## src/design/imuocc_pkg.sv

```systemverilog
// Shared types and constants for the IMU offset calibration and correction block.
`timescale 1ns / 1ps

package imuocc_pkg;

  localparam int SMP_W             = 16;
  localparam int N_AXES            = 3;
  localparam int SAMPLE_BITS       = 2 * N_AXES * SMP_W;
  localparam int CALIB_SAMPLES_DEF = 200;
  localparam int QUEUE_DEPTH       = 4;
  localparam int ONE_G_W           = 15;
  localparam logic [ONE_G_W-1:0] ONE_G_RESET = 15'd16384;

  localparam logic signed [SMP_W-1:0] SMP_MAX = 16'sh7FFF;
  localparam logic signed [SMP_W-1:0] SMP_MIN = 16'sh8000;

  typedef logic signed [SMP_W-1:0] smp_t;

  typedef enum logic [1:0] {
    ACT_NONE,
    ACT_SKIP,
    ACT_ACC,
    ACT_FIN
  } cal_act_t;

  typedef struct packed {
    cal_act_t gyro_act;
    cal_act_t accel_act;
    logic     gyro_done;
    logic     accel_done;
  } cls_t;

  typedef struct packed {
    cls_t                    cls;
    smp_t [N_AXES-1:0]       gyro;
    smp_t [N_AXES-1:0]       accel;
  } qent_t;

  typedef struct packed {
    logic busy;
    logic done;
    logic accel_sel;
  } div_stat_t;

endpackage

```

## src/design/imuocc_front.sv

```systemverilog
// Front end: tracks calibration progress and classifies each accepted sample set.
`timescale 1ns / 1ps

module imuocc_front import imuocc_pkg::*; #(
  parameter int CALIB_SAMPLES = CALIB_SAMPLES_DEF
) (
  input  logic clk,
  input  logic rst_n,
  input  logic push,
  output cls_t cls
);

  localparam int CNT_W = $clog2(CALIB_SAMPLES + 1);
  localparam logic [CNT_W-1:0] CNT_LAST = CNT_W'(CALIB_SAMPLES);

  logic [CNT_W-1:0] gcnt_r, gcnt_nxt;
  logic [CNT_W-1:0] acnt_r, acnt_nxt;
  logic             gdone_r, gdone_nxt;
  logic             adone_r, adone_nxt;
  logic             serve_accel;

  always_comb begin
    gcnt_nxt      = gcnt_r;
    acnt_nxt      = acnt_r;
    gdone_nxt     = gdone_r;
    adone_nxt     = adone_r;
    serve_accel   = 1'b1;
    cls.gyro_act  = ACT_NONE;
    cls.accel_act = ACT_NONE;
    if (!gdone_r) begin
      if (gcnt_r == '0) begin
        cls.gyro_act = ACT_SKIP;
        gcnt_nxt     = CNT_W'(1);
        serve_accel  = 1'b0;
      end else if (gcnt_r == CNT_LAST) begin
        cls.gyro_act = ACT_FIN;
        gcnt_nxt     = '0;
        gdone_nxt    = 1'b1;
        serve_accel  = 1'b0;
      end else begin
        cls.gyro_act = ACT_ACC;
        gcnt_nxt     = gcnt_r + 1'b1;
      end
    end
    if (serve_accel && !adone_r) begin
      if (acnt_r == '0) begin
        cls.accel_act = ACT_SKIP;
        acnt_nxt      = CNT_W'(1);
      end else if (acnt_r == CNT_LAST) begin
        cls.accel_act = ACT_FIN;
        acnt_nxt      = '0;
        adone_nxt     = 1'b1;
      end else begin
        cls.accel_act = ACT_ACC;
        acnt_nxt      = acnt_r + 1'b1;
      end
    end
    cls.gyro_done  = gdone_nxt;
    cls.accel_done = adone_nxt;
  end

  always_ff @(posedge clk) begin
    if (!rst_n) begin
      gcnt_r  <= '0;
      acnt_r  <= '0;
      gdone_r <= 1'b0;
      adone_r <= 1'b0;
    end else if (push) begin
      gcnt_r  <= gcnt_nxt;
      acnt_r  <= acnt_nxt;
      gdone_r <= gdone_nxt;
      adone_r <= adone_nxt;
    end
  end

endmodule

```

## config.mk

```make
export PLATFORM = sky130hd
export DESIGN_NAME = imuocc_front
export DESIGN_NICKNAME = d
export VERILOG_FILES = /design/src/design/imuocc_pkg.sv /design/src/design/imuocc_front.sv
export SDC_FILE = /design/constraint.sdc
export NUM_CORES = 1
export LEC_CHECK = 0
export BUFFER_PORTS_ARGS = -buffer_cell sky130_fd_sc_hd__buf_2
export CORE_AREA = 3 3 49 51
export DETAILED_ROUTE_END_ITERATION = 12
export DIE_AREA = 0 0 52 54
export PLACE_DENSITY = 0.8
export SLEW_MARGIN = 20
export SYNTH_ARGS = -nofsm -noshare
export SYNTH_HDL_FRONTEND = slang
export SYNTH_SLANG_ARGS = --single-unit
```

## constraint.sdc

```tcl
create_clock -name clk -period 2.27 [get_ports clk]
set_input_delay 0.227 -clock clk [delete_from_list [all_inputs] [get_ports clk]]
set_output_delay 0.227 -clock clk [all_outputs]
set_load 0.02 [all_outputs]
```

==> results.toml <==
[status]
status = "finished, violations left"
failed_checks = "negative setup slack"

[drt]
avgViaCountPerCell = 5.97
totalWireLength_mm = 2.49
wire_per_inst_um = 15.0
first_pass_iters = 4
m1WireLength_mm = 1.07
top_layer_used = "met4"
drtIter0Drc = 35
vias = 991
antenna_left = 0
dr_wl_met3_um = 163
wl_met2_mm = 1.17
remaining_drc_errors = 0

[synth]
synth-edff-count = 0
ys_top_cells_by_area = "dfxtp_1, nor2_1, ha_1"
synth_cell_types = 41
synth-main-ff-cell = "dfxtp_1"
mappedNetlistArea_um2 = 1090
syn_avg_cell_area_um2 = 8.27
synth_nets = 139
ys_seq_area_share_pct = 33.0
synth_cells = 132
yosysTopAreaCell = "dfxtp_1"
async_flop_share_pct = 0
yosysWarnings = 0
yosys.area.top_type_share_pct = 33.0
ys_ff_latch = 18

[grt]
grt_max_degree = 12
antenna_found_initial = 0
grt_pass1_wl_mm = 3.97
grt_pass1_vias = 935
track_usage_pct = 19.3
grt_overflow_total = 0

[cts]
cts_tree = "done"
clk_pin_slew_ns = 0.10
clock_path_buffers = 2
worstSkewPairLatency_ns = 0.30
cts.sinks = 18
htreeDepth = 1
cts_inserted_buffers = 3
ctsRootBufferMaster = "clkbuf_4"

[sta]
final-setup-viol-count = 1
slew_violations = 0
hold_viol_final = 0
max-slew-margin-rel_pct = 68.0
whs_ns = 0.251
fin_skew_ns = 0.00259
rsz0062_at_grt = "true"
worst-slew-pin-transition_ns = 0.476
min_period_ns = 2.28
setup_ws_ns = -0.0131
fin_crit_sh_pct = 101
max_freq_ghz = 0.438

[cells_and_area]
antenna_cells = 0
final_common_cell = "dfxtp_1"
final_cell_mix = "dfxtp_1, nor2_1, nand2_1, nand3_1, buf_2"
final_area_um2 = 1190
final_cells = 166
syn_to_final_growth_pct = 9.17
drive_gt1_share_pct = 21.6
nNetsFinal = 147

[placed_design]
dp_hpwl_mm = 1.71
gp_congestion = 0.864
io_buffers = 8
post-place-cells = 160
place_area_um2 = 1110

[power]
total_power_uw = 623
leakagePower_uw = 0.000435
power.density_nw_per_um2 = 523
ir_drop_v = 0.000390

[worst_hold_path]
hold_path_class = "in2reg"
min_to = "gcnt_r[0]"
min_from = "rst_n"
min_path_cells = 2

[worst_setup_path]
cp-start-kind = "flop"
criticalPathCategory = "reg2out"
r2r_start = "gcnt_r[0]"
required_ns = 2.04
r2r_end = "acnt_r[7]"
ff2ff_setup_slack_ns = 0.36
reg2reg_depth = 7
crit_arrival_ns = 2.06
path_max_fanout = 7
cp-end-kind = "output port"

[die]
ios = 9
die_w_um = 52
die_y_um = 54
start_util_pct = 55.1
row_count = 16
die_area_um2 = 2810
core-area_um2 = 1980

[run]
max_cap_viol_count = 0
[worst max-delay path by stage]
| stage | from | endpoint | slack [ns] | cells past startpoint |
|---|---|---|---|---|
| floorplan | acnt_r[0] | cls[2] | 0.27 | 6 |
| global placement | gcnt_r[0] | cls[0] | 0.34 | 6 |
| detailed placement | gcnt_r[0] | cls[0] | 0.31 | 6 |
| CTS | gcnt_r[0] | cls[0] | 0.01 | 6 |
| global route | gcnt_r[0] | cls[0] | -0.07 | 6 |
| finish | gcnt_r[0] | cls[0] | -0.01 | 6 |
[per-layer routing]
metal | vias to the layer above | track usage [%]
li1 | 491 | -
met1 | 451 | 22.8
met3 | 9 | 3.88
met4 | 0 | 12.2
met5 | - | 0
met2 | 40 | 32.0
[metrics by stage]
stage | setup WS (ns) | util [%] | setup TNS (ns)
detailed placement | 0.313 | 56.2 | 0
CTS | 0.0111 | 58.0 | 0
finish | -0.0131 | 60.1 | -0.0131
global placement | 0.343 | 56.2 | 0
floorplan | 0.268 | - | 0
global route | -0.0664 | 60.1 | -0.159
[synthesized netlist by cell type (3+ instances only)]
library cell / count
a211oi_1: 4
a21oi_1: 3
clkbuf_1: 3
dfxtp_1: 18
ha_1: 4
inv_1: 6
nand2_1: 13
nand3_1: 9
nor2_1: 14
nor3_1: 4
nor4_1: 3
o21ai_0: 3
o22ai_1: 3
or3_1: 5
xnor2_1: 5
[critical path, stage by stage, from the launching register on]
cell and delay, ns:
dfxtp_2 0.34, inv_2 0.07, ha_4 0.12, or4b_4 0.48, a211o_4 0.37, a21o_2 0.23, buf_6 0.12
[kinds of logic after synthesis]
family | Yosys count | synth area share [%]
DFF | 18 | 33.0
buffers and inverters | 14 | 7.57
xor gates and xnor gates | 6 | 4.82
and+or+nand+nor | 61 | 28.7
adders and majority gates | 4 | 4.59
AOI/OAI and AO/OA | 29 | 21.3
[flip-flops by register name, indices dropped and copies added, names as in the netlist]
register,cells
acnt_r,8
adone_r,1
gcnt_r,8
gdone_r,1
[cell type report]
cell class / count / area (um2)
multi-input combinational: 100 / 664
timing repair buffer: 10 / 61.3
fill: 176 / 791
sequential: 18 / 364
tap: 27 / 33.8
clock buffer: 4 / 36.3
inverter: 7 / 31.3
[where the power goes]
group | leakage, uW | switching [uW] | internal, uW
combinational | 0.000268 | 59.8 | 36.1
sequential | 0.000147 | 4.00 | 320
clock | 0.0000210 | 105 | 98.1
[what timing repair did]
action	in CTS	in global routing
hold buffers	0	0
pin swaps	1	2
buffers inserted	0	2
setup endpoints to repair	3	4
resized for setup	0	10
(Power assumes the default switching activity.)
