--- src/design/imuocc_pkg.sv ---
// Shared types and constants for the IMU offset calibration and correction block.
`timescale 1ns / 1ps

package imuocc_pkg;

  localparam int SMP_W             = 16;
  localparam int N_AXES            = 3;
  localparam int SAMPLE_BITS       = 2 * N_AXES * SMP_W;
  localparam int CALIB_SAMPLES_DEF = 200;
  localparam int QUEUE_DEPTH       = 4;
  localparam int ONE_G_W           = 15;
  localparam logic [ONE_G_W-1:0] ONE_G_RESET = 15'd16384;

  localparam logic signed [SMP_W-1:0] SMP_MAX = 16'sh7FFF;
  localparam logic signed [SMP_W-1:0] SMP_MIN = 16'sh8000;

  typedef logic signed [SMP_W-1:0] smp_t;

  typedef enum logic [1:0] {
    ACT_NONE,
    ACT_SKIP,
    ACT_ACC,
    ACT_FIN
  } cal_act_t;

  typedef struct packed {
    cal_act_t gyro_act;
    cal_act_t accel_act;
    logic     gyro_done;
    logic     accel_done;
  } cls_t;

  typedef struct packed {
    cls_t                    cls;
    smp_t [N_AXES-1:0]       gyro;
    smp_t [N_AXES-1:0]       accel;
  } qent_t;

  typedef struct packed {
    logic busy;
    logic done;
    logic accel_sel;
  } div_stat_t;

endpackage

--- src/design/imuocc_fifo.sv ---
// Short queue of classified sample sets between the front and back ends.
`timescale 1ns / 1ps

module imuocc_fifo import imuocc_pkg::*; (
  input  logic  clk,
  input  logic  rst_n,
  input  logic  push,
  input  qent_t push_data,
  input  logic  pop,
  output logic  full,
  output logic  head_valid,
  output qent_t head
);

  localparam int PTR_W = $clog2(QUEUE_DEPTH);
  localparam int CNT_W = $clog2(QUEUE_DEPTH + 1);
  localparam logic [PTR_W-1:0] PTR_LAST = PTR_W'(QUEUE_DEPTH - 1);
  localparam logic [CNT_W-1:0] CNT_FULL = CNT_W'(QUEUE_DEPTH);

  qent_t            mem_r [QUEUE_DEPTH];
  logic [PTR_W-1:0] wr_ptr_r, wr_ptr_nxt;
  logic [PTR_W-1:0] rd_ptr_r, rd_ptr_nxt;
  logic [CNT_W-1:0] cnt_r, cnt_nxt;

  assign full       = (cnt_r == CNT_FULL);
  assign head_valid = (cnt_r != '0);
  assign head       = mem_r[rd_ptr_r];

  always_comb begin
    wr_ptr_nxt = wr_ptr_r;
    rd_ptr_nxt = rd_ptr_r;
    cnt_nxt    = cnt_r;
    if (push) begin
      wr_ptr_nxt = (wr_ptr_r == PTR_LAST) ? '0 : wr_ptr_r + 1'b1;
    end
    if (pop) begin
      rd_ptr_nxt = (rd_ptr_r == PTR_LAST) ? '0 : rd_ptr_r + 1'b1;
    end
    if (push && !pop) begin
      cnt_nxt = cnt_r + 1'b1;
    end else if (pop && !push) begin
      cnt_nxt = cnt_r - 1'b1;
    end
  end

  always_ff @(posedge clk) begin
    if (push) begin
      mem_r[wr_ptr_r] <= push_data;
    end
  end

  always_ff @(posedge clk) begin
    if (!rst_n) begin
      wr_ptr_r <= '0;
      rd_ptr_r <= '0;
      cnt_r    <= '0;
    end else begin
      wr_ptr_r <= wr_ptr_nxt;
      rd_ptr_r <= rd_ptr_nxt;
      cnt_r    <= cnt_nxt;
    end
  end

endmodule

--- config.mk ---
export PLATFORM = sky130hd
export DESIGN_NAME = imuocc_fifo
export DESIGN_NICKNAME = d
export VERILOG_FILES = /design/src/design/imuocc_pkg.sv /design/src/design/imuocc_fifo.sv
export SDC_FILE = /design/constraint.sdc
export NUM_CORES = 1
export LEC_CHECK = 0
export ABC_CLOCK_PERIOD_IN_PS = 9450
export BUFFER_PORTS_ARGS = -buffer_cell sky130_fd_sc_hd__buf_2
export CAP_MARGIN = 5
export CORE_MARGIN = 2
export CORE_UTILIZATION = 50
export CTS_BUF_LIST = sky130_fd_sc_hd__clkbuf_16
export CTS_CLUSTER_DIAMETER = 100
export DETAILED_ROUTE_END_ITERATION = 12
export PLACE_DENSITY = 0.76
export SLEW_MARGIN = 15
export SYNTH_ARGS = -nofsm -noshare
export SYNTH_HDL_FRONTEND = slang
export SYNTH_SLANG_ARGS = --single-unit
export TNS_END_PERCENT = 10
--- constraint.sdc ---
create_clock -name clk -period 9.45 [get_ports clk]
set_clock_uncertainty 0.2 [all_clocks]
set_input_delay 0.945 -clock clk [delete_from_list [all_inputs] [get_ports clk]]
set_output_delay 0.945 -clock clk [all_outputs]
set_load 0.1 [all_outputs]
==> metrics.md <==
| Metric | Value |
|---|---|
| Post-layout nets | 926 |
| Met2 routing resource usage after global routing | 27.9% |
| Floorplan core area | 29,800 µm² |
| Clock Power Share | 34.0% |
| Average cell area after synthesis | 26.3 µm² |
| Family of cells with the greatest summed delay on the critical path | buffers and inverters |
| Power Internal | 3.11 mW |
| Initial core utilization | 50.9% |
| Class of the worst hold path | reg2reg |
| Peak supply drop | 202 µV |
| Worst Setup Path Type | reg2out |
| Initial antenna violation count | 6 |
| Maximum number of pins on one net before global-route repair | 59 |
| Clock-pin slew of the registers on the worst-case setup and hold paths | 0.06 ns |
| Number of global-route vias before repair | 7,055 |
| Crit path required time | 8.31 ns |
| Status | finished, final reports clean |
| Crit-path cells | buf_4 > mux4_2 > buf_2 |
| Final worst-path setup slack | 5.34 ns |
| Synth warn | 0 |
| Startpoint type of the worst setup path | flop |
| Number of placed instances with taps included | 1,160 |
| Worst-path fanout max | 53 |
| Count of unique library cells instantiated by Yosys | 21 |
| Fin cells | 1,238 |
| Share of total power in sequential cells | 49.1% |
| Wire length of the first global-routing pass | 40,300 µm |
| Number of register bits inferred by synthesis | 417 |
| Register-to-Register Setup Slack | 6.83 ns |
| CTS sink count | 417 |
| Sort of element at the end of the critical path | output pin |
| Synthesized netlist net count | 689 |
| Leak pwr | 6.05 nW |
| CP bufs+invs | 2 |
| Area of the mapped netlist | 15,200 µm² |
| Die Y | 178 µm |
| Total track usage | 17.0% |
| Worst path arrival time | 2.96 ns |
| Post-CTS Hold Buffers | 0 |
| Row count | 63 |
| Total negative setup slack | 0 ns |
| TritonCTS clock tree | built |
| GRT Residual Overflow | 0 |
| Post-CTS repair timing setup buffer count | 0 |
| Number of cells on the critical path | 3 |
| Number of vias per cell | 5.46 |
| Tcrit/Tclk final | 43.5% |
| Synth area leaders | edfxtp_1 (81%), mux4_2 (15%), dfxtp_1 (1.2%) |
| Number of cells on the worst reg-to-reg path | 4 |
| Bufs on Longest Clock Path | 3 |
| Maximum clock rate | 243 MHz |
| Minimum setup slack after placement | 5.81 ns |
| Max-slew violation count | 0 |
| Sequential share of the synthesized area | 81.9% |
| Measured slew at the worst slew-check pin | 1.01 ns |
| Count of cells resized by post-cts repair | 0 |
| Total detailed-routing wirelength | 26,800 µm |
| Total clock buffers created by CTS | 41 |
| Routed length per placed instance | 21.6 µm |
| Power density normalized to cell area | 245 nW/µm² |
| Critical Path End | head[55] |
| Fraction of layout instances using a drive strength above 1 | 44.9% |
| Most crowded layer after global routing | met2 |
| Switching power summed over all nets | 1.26 mW |
| Detail Route Antenna Nets | 0 |
| GR met1 Demand/Resource | 22.5% |
| Detailed-route via count | 6,754 |
| RSZ-0062 raised after global routing | no |
| Remaining routing DRC violations | 0 |
| Worst slew margin relative to its limit | 32.4% |
| Synthesized instance count | 576 |
| Max stage delay cell, worst path | dfxtp_4 |
| Combinational share of power | 16.9% |
| Die outline area | 31,800 µm² |
| Worst reg2reg endpoint | mem_r[2][34]$_DFFE_PP_ |
| Clock Latency Late Sink | 0.52 ns |
| Number of maximum-capacitance constraint violations | 0 |
| Critical path's largest stage delay | 0.85 ns |
| Maximum level of the CTS H-tree | 2 |
| Initial DRT Pass Iterations | 5 |
| Post-synthesis cell type with the largest combined area | edfxtp_1 |
| Area share of the largest cell type after synthesis | 80.8% |
| Number of top-level pins | 210 |
| Routability congestion estimate | 0.689 |
| Number of DRC markers in iteration 0 | 650 |
| Met3 Resource Use GR | 4.75% |
| Synthesis-to-layout area growth | 17.8% |
| Reg2Reg Launch Point | wr_ptr_r[0]$_SDFFE_PN0P_ |
| Proportion of total power due to net switching | 28.7% |
| Die X | 178 µm |
| Final period demand of the worst path | 4.11 ns |
| Count of buffers from port buffering | 209 |
| Fin. Hold Viols | 0 |
| CTS root buffer | clkbuf_16 |
| HPWL after detailed placement | 15,900 µm |
| Final setup violation count | 0 |
## per-layer routing
layer,wire length [µm],vias up
li1,-,2966
met1,10700,3505
met2,13400,232
met3,2090,45
met4,522,6
met5,28,-
## cells in the final DEF, fill, tap and decap left out, drive strengths merged
master / Yosys / final
and2: 5 / 5
nor3: 1 / 1
mux2i: 4 / 4
clkinv: 0 / 18
o21a: 1 / 1
nor2: 1 / 1
o21ai: 1 / 1
diode: 0 / 3
nor2b: 5 / 5
nor3b: 1 / 1
ha: 6 / 6
buf: 19 / 216
edfxtp: 408 / 408
fa: 1 / 1
mux4: 102 / 102
xor2: 1 / 1
inv: 4 / 18
bufinv: 0 / 2
or3: 2 / 2
a21boi: 1 / 1
xnor2: 1 / 1
dfxtp: 9 / 9
clkbuf: 3 / 41
## cell usage after synthesis
cell	count
xnor2_1	1
and2_1	5
mux4_2	102
dfxtp_1	9
buf_6	9
inv_1	4
or3_1	2
nor3_1	1
edfxtp_1	408
xor2_1	1
mux2i_1	4
clkbuf_1	3
o21a_1	1
buf_2	10
fa_1	1
ha_1	6
o21ai_0	1
nor2_1	1
a21boi_0	1
nor3b_1	1
nor2b_1	5
## power groups by stage
stage | Sequential (mW) | Combinational, mW | Clock [mW]
floorplan | 2.18 | 0.622 | 0
global placement | 2.18 | 0.740 | 0
detailed placement | 2.19 | 0.746 | 0
CTS | 2.15 | 0.747 | 1.52
global route | 2.15 | 0.767 | 1.59
finish | 2.15 | 0.738 | 1.49
## layout make-up
| type | count | area, µm² |
|---|---|---|
| fill | 2099 | 11900 |
| antenna | 3 | 7.51 |
| multi-input combinational | 133 | 2570 |
| timing repair buffer | 216 | 1100 |
| tap | 390 | 488 |
| clock inverter | 34 | 221 |
| sequential | 417 | 12400 |
| inverter | 4 | 15.0 |
| clock buffer | 41 | 1030 |
## state kept, by name, summed over array words and instances, names as in the netlist, named ones only
name	flops
wr_ptr_r	2
cnt_r	3
rd_ptr_r	2
mem_r	408
## worst min-delay path by stage
stage	startpoint	endpoint	depth (start not counted)
5_1_grt	cnt_r[2]$_SDFFE_PN0P_	cnt_r[2]$_SDFFE_PN0P_	2
3_3_place_gp	cnt_r[2]$_SDFFE_PN0P_	cnt_r[2]$_SDFFE_PN0P_	2
2_1_floorplan	cnt_r[2]$_SDFFE_PN0P_	cnt_r[2]$_SDFFE_PN0P_	2
4_1_cts	cnt_r[2]$_SDFFE_PN0P_	cnt_r[2]$_SDFFE_PN0P_	2
6_report	cnt_r[2]$_SDFFE_PN0P_	cnt_r[2]$_SDFFE_PN0P_	2
3_5_place_dp	cnt_r[2]$_SDFFE_PN0P_	cnt_r[2]$_SDFFE_PN0P_	2
## per-stage QoR
stage | area (µm²) | utilization, % | total power, mW | hold slack [ns]
after global routing | 17900 | 59.9 | 4.51 | 0.366
after floorplan | 15200 | - | 2.80 | 0.267
final | 17900 | 60.0 | 4.37 | 0.309
after detailed placement | 16600 | 55.8 | 2.93 | 0.304
after global placement | 16600 | 55.8 | 2.92 | 0.291
after CTS | 17900 | 59.9 | 4.41 | 0.316
## kinds of logic (layout without fill, tap and decap cells)
logic type                 Yosys count  count (layout)  share of synthesized area [%]
AOI/OAI and AO/OA                    3               3                          0.132
xor gates and xnor gates             2               2                          0.115
adders and majority gates            7               7                          0.627
buffers and inverters               26             295                           1.17
DFF                                417             417                           81.9
muxes                              106             106                           15.4
other                                0               3                              0
and+or+nand+nor                     15              15                          0.602
## worst min-delay path, stage by stage (launching register included)
cell	delay [ns]
dfxtp_1	0.32
o21ai_0	0.07
a21boi_0	0.07
Note: power is estimated with default switching activity, not from simulation.
